--- src/sv/dlps_pkg.sv ---
// Shared types and constants of the delay line pitch shifter.
`default_nettype none

package dlps_pkg;

	localparam int DLEN_W      = 12;
	localparam int STEP_W      = 24;
	localparam int CFG_DATA_W  = 24;
	localparam int CFG_INDEX_W = 2;

	localparam logic [CFG_INDEX_W-1:0] REG_DELAY_LENGTH = 2'd0;
	localparam logic [CFG_INDEX_W-1:0] REG_PHASE_STEP   = 2'd1;

	localparam logic [DLEN_W-1:0] DLEN_RESET = 12'd1323;
	localparam logic [STEP_W-1:0] STEP_RESET = 24'd0;

	typedef enum logic [3:0] {
		ST_CLEAR,
		ST_IDLE,
		ST_MUL,
		ST_PREP,
		ST_DIV,
		ST_RD1,
		ST_RD2,
		ST_MAC2,
		ST_SUM,
		ST_OUT
	} dlps_state_t;

	typedef struct packed {
		logic load;
		logic run;
	} dlps_div_ctl_t;

endpackage

`default_nettype wire

--- src/sv/dlps_mod.sv ---
// Restoring remainder unit that resolves one quotient bit per cycle while run is high.
`default_nettype none

module dlps_mod
	import dlps_pkg::*;
#(
	parameter int VW = 14,
	parameter int LW = 12,
	parameter int CW = 4
) (
	input  wire logic          clk,
	input  wire dlps_div_ctl_t ctl,
	input  wire logic [VW-1:0] value,
	input  wire logic [LW-1:0] divisor,
	input  wire logic [CW-1:0] shift,
	output logic      [VW-1:0] rem
);

	localparam int DW = VW + LW;

	logic [VW-1:0] rem_q;
	logic [DW-1:0] d_sh;

	assign d_sh = DW'(divisor) << shift;

	always_ff @(posedge clk) begin
		if (ctl.load) begin
			rem_q <= value;
		end else if (ctl.run && (d_sh <= DW'(rem_q))) begin
			rem_q <= rem_q - VW'(d_sh);
		end
	end

	assign rem = rem_q;

endmodule

`default_nettype wire

--- config.mk ---
export PLATFORM = sky130hd
export DESIGN_NAME = dlps_mod
export DESIGN_NICKNAME = d
export VERILOG_FILES = /design/src/sv/dlps_pkg.sv /design/src/sv/dlps_mod.sv
export SDC_FILE = /design/constraint.sdc
export NUM_CORES = 1
export LEC_CHECK = 0
export BUFFER_PORTS_ARGS = -buffer_cell sky130_fd_sc_hd__clkbuf_2
export CAP_MARGIN = 25
export CELL_PAD_IN_SITES_DETAIL_PLACEMENT = 1
export CELL_PAD_IN_SITES_GLOBAL_PLACEMENT = 2
export CORE_MARGIN = 3
export CORE_UTILIZATION = 32
export DETAILED_ROUTE_END_ITERATION = 16
export PLACE_DENSITY = 0.82
export SYNTH_ARGS = -nofsm -noshare
export SYNTH_HDL_FRONTEND = slang
export SYNTH_SLANG_ARGS = --single-unit
--- constraint.sdc ---
create_clock -name clk -period 4.8 [get_ports clk]
set_input_delay 0.96 -clock clk [delete_from_list [all_inputs] [get_ports clk]]
set_output_delay 0.96 -clock clk [all_outputs]
set_load 0.05 [all_outputs]
==> metrics.log <==
INFO  metric post_synth_inst_count = 308
INFO  metric yosysUniqueCellTypes = 55
INFO  metric core-area = 7020 um2
INFO  metric power_density = 286 nW/um2
INFO  metric worst-endpoint-arrival = 4.09 ns
INFO  metric timing.critical_path.depth = 13
INFO  metric portBuffers = 46
INFO  metric cts_root_buf = sky130_fd_sc_hd__clkbuf_8
INFO  metric max_cap_viols = 0
INFO  metric die_h = 92.3 um
INFO  metric die_w = 92.3 um
INFO  metric drive_above_1_share = 19.0%
INFO  metric ys_ff_latch = 14
INFO  metric filler_cell_count = 908
INFO  metric cp-start-kind = input pin
INFO  metric via_count = 2334
INFO  metric number_of_endpoints_with_negative_hold_slack_in_the_final_report = 0
INFO  metric grt_setup_unrepaired = false
INFO  metric dp.final_hpwl = 5730 um
INFO  metric number_of_nets_in_the_final_layout = 410
INFO  metric antenna_cells_inserted = 0
INFO  metric critPathRequiredTime = 4.77 ns
INFO  metric cpPeakStageDelay = 0.60 ns
INFO  metric leakagePower = 1.31 nW
INFO  metric synthesis.area = 2380 um2
INFO  metric tns = 0 ns
INFO  metric worstPathBufferInverterCount = 3
INFO  metric place_worst_setup_slack = 0.437 ns
INFO  metric setup_viol = 0
INFO  metric drt-total-wl = 7040 um
INFO  metric synthFlopType = sky130_fd_sc_hd__edfxtp_1
INFO  metric yosysWarningCount = 0
INFO  metric end_kind = register
INFO  metric max_slew_margin = 57.3%
INFO  metric type_of_the_worst_setup_path = in -> reg
INFO  metric final_cell_mix = 46 x sky130_fd_sc_hd__clkbuf_2, 34 x sky130_fd_sc_hd__inv_1, 34 x sky130_fd_sc_hd__nand2_1
INFO  metric share_comb_of_total_power = 62.7%
INFO  metric synth-async-reset-ratio = 0%
INFO  metric crit_path_cell_trace = clkbuf_2 -> mux4_2 -> a22oi_1 -> or2_1 -> inv_1 -> ha_1 -> a211oi_1 -> o21ai_1 -> o211ai_1 -> a31oi_1 -> o21ai_0 -> a31o_1 -> buf_12
INFO  metric path_clk_slew = 0.06 ns
INFO  metric r2r-end = rem[10]$_DFFE_PP_
INFO  metric timing.critical_path.fanout_max = 25
INFO  metric post_synthesis_cell_type_with_the_largest_combined_area = sky130_fd_sc_hd__edfxtp_1
INFO  metric worst_slew_pin_slew = 0.624 ns
INFO  metric cts_setup_buffers = 0
INFO  metric route.detailed.drc = 0
INFO  metric globalRouteOverflowTotal = 0
INFO  metric tritoncts = yes
INFO  metric syn_nets = 370
INFO  metric clock_sinks = 14
INFO  metric track_usage = 17.1%
INFO  metric reg2regPathDepth = 9
INFO  metric post_cts.resized_instances = 0
INFO  metric syn_avg_cell_area = 7.73 um2
INFO  metric fin_worst_skew = 0.000624 ns
INFO  metric post-route-period-util = 85.8%
INFO  metric seq_power_share = 23.7%
INFO  metric first_global_vias = 2342
INFO  metric crit_slowest_cell = sky130_fd_sc_hd__mux4_2
INFO  metric worstHoldPathType = reg -> reg
INFO  metric clock_power_share = 13.6%
INFO  metric timing.fmax = 243 MHz
INFO  metric clock_tree.buffer_depth = 2
INFO  metric sequential_to_total_area_share_from_yosys_stat = 17.6%
INFO  metric power.ir.vdd_worst = 0.129 mV
INFO  metric start_util = 33.9%
INFO  metric num_cts_buffers = 3
INFO  metric crit_family = compound AO/OA/AOI/OAI gates
INFO  metric crit_start = shift[0]
INFO  metric dr.first_iter.drc_count = 42
INFO  metric io-pin-count = 47
INFO  metric timing_max_transition_violations_final = 0
INFO  metric pin_count_of_the_biggest_net_entering_global_routing = 27
INFO  metric timing.reg2reg.setup_slack = 2.32 ns
INFO  metric synth_edf_count = 14
INFO  metric dieArea = 8520 um2
INFO  metric route.detailed.vias_per_inst = 5.27
INFO  metric hold_buffer_count_at_cts = 0
INFO  metric clock_insertion_delay_worst_skew = 0.25 ns
INFO  metric final.setup.worst_slack = 0.680 ns
INFO  metric number_of_antenna_violations_at_the_first_check_in_global_routing = 0
INFO  metric crit_path_end = rem[4]$_DFFE_PP_
INFO  metric finalWorstPathRequiredPeriod = 4.12 ns
INFO  metric numPlacedInstances = 439
INFO  metric commonest_non_fill_non_tap_cell_in_the_layout = sky130_fd_sc_hd__clkbuf_2
INFO  metric post-synth-top-area-fraction = 17.6%
INFO  metric largest_register_ffs = 14
INFO  metric drt-pass1-iter-count = 4
INFO  metric critical_path.reg2reg.startpoint = rem[0]$_DFFE_PP_
INFO  metric result_of_the_run = finished, final reports clean
INFO  metric grt_pass1_wl = 11900 um
INFO  metric routed_wire_length_per_instance = 15.9 um
INFO  metric p_int = 0.000399 W
INFO  metric place_congestion = 0.826
INFO  metric switching_share = 48.9%
INFO  metric area.growth.synth_to_final = 14.4%
INFO  metric ys_top_cells_by_area = sky130_fd_sc_hd__edfxtp_1 18%, sky130_fd_sc_hd__ha_1 15%, sky130_fd_sc_hd__a21oi_1 5.5%
INFO  metric std_cell_rows = 30
INFO  metric p_switching = 0.000382 W
INFO  metric final_antenna_violating_net_count = 0
INFO  metric cts.htree.levels = 1
INFO  metric post_layout_nonfiller_instances = 443
worst min-delay path, cell delays in order (launching register included):
cell                       delay [ns]
sky130_fd_sc_hd__edfxtp_1        0.42
sky130_fd_sc_hd__inv_1           0.08
sky130_fd_sc_hd__ha_1            0.15
sky130_fd_sc_hd__o21ai_0         0.09
worst min-delay path by stage:
stage | start | endpoint | slack, ns | depth (start not counted)
final | rem[0]$_DFFE_PP_ | rem[0]$_DFFE_PP_ | 0.92 | 3
after global routing | value[8] | rem[8]$_DFFE_PP_ | 0.99 | 3
after CTS | rem[0]$_DFFE_PP_ | rem[0]$_DFFE_PP_ | 0.92 | 3
after detailed placement | rem[0]$_DFFE_PP_ | rem[0]$_DFFE_PP_ | 0.91 | 3
after global placement | rem[0]$_DFFE_PP_ | rem[0]$_DFFE_PP_ | 0.89 | 3
after floorplan | rem[0]$_DFFE_PP_ | rem[0]$_DFFE_PP_ | 1.11 | 3
per-stage QoR:
| stage | total power (W) | cell area, um2 | utilization, % | hold slack (ns) |
|---|---|---|---|---|
| floorplan | 0.000552 | 2380 | - | 1.11 |
| global placement | 0.000673 | 2680 | 38.2 | 0.887 |
| detailed placement | 0.000677 | 2680 | 38.2 | 0.911 |
| CTS | 0.000785 | 2730 | 38.8 | 0.921 |
| global route | 0.000845 | 2730 | 38.8 | 0.986 |
| finish | 0.000780 | 2730 | 38.8 | 0.915 |
synthesized netlist by cell type (7+ instances only):
library cell and number:
sky130_fd_sc_hd__ha_1 28, sky130_fd_sc_hd__mux2i_1 13, sky130_fd_sc_hd__inv_1 34, sky130_fd_sc_hd__nand2_1 34, sky130_fd_sc_hd__o21ai_0 16, sky130_fd_sc_hd__nor3_1 8
sky130_fd_sc_hd__a211oi_1 8, sky130_fd_sc_hd__edfxtp_1 14, sky130_fd_sc_hd__o21ai_1 8, sky130_fd_sc_hd__nor2_1 20, sky130_fd_sc_hd__a21oi_1 26, sky130_fd_sc_hd__nand2b_1 7
cell type report:
| type | instances | area (um2) | area share [%] |
|---|---|---|---|
| clock buffers | 3 | 41.3 | 1.51 |
| clock inverters | 1 | 3.75 | 0.138 |
| inverters | 37 | 139 | 5.09 |
| multi-input cells | 243 | 1740 | 63.7 |
| flip-flops and latches | 14 | 420 | 15.4 |
| well taps | 96 | 120 | 4.41 |
| repair buffers | 49 | 265 | 9.73 |
metal layers:
| metal | vias to the layer above | wire (um) | GRT usage (%) |
|---|---|---|---|
| li1 | 1175 | - | - |
| met1 | 1112 | 3530 | 23.6 |
| met2 | 40 | 3240 | 28.6 |
| met3 | 7 | 189 | 1.48 |
| met4 | 0 | 82 | 4.33 |
| met5 | - | 0 | 0 |
kinds of logic after synthesis:
group	synth area share, %
buffers and inverters	9.45
AO/OA/AOI/OAI	25.5
XOR/XNOR	2.21
multiplexers	11.3
AND/OR/NAND/NOR	18.4
flip-flops	17.6
adder cells (fa/ha/maj)	15.5
power by group through the flow:
stage          Clock (W)  Combinational [W]  Sequential [W]
2_1_floorplan          0           0.000294        0.000258
3_3_place_gp           0           0.000485        0.000188
3_5_place_dp           0           0.000489        0.000188
4_1_cts         0.000107           0.000492        0.000185
5_1_grt         0.000112           0.000544        0.000189
6_report        0.000106           0.000490        0.000185
Note: power is estimated with default switching activity, not from simulation.
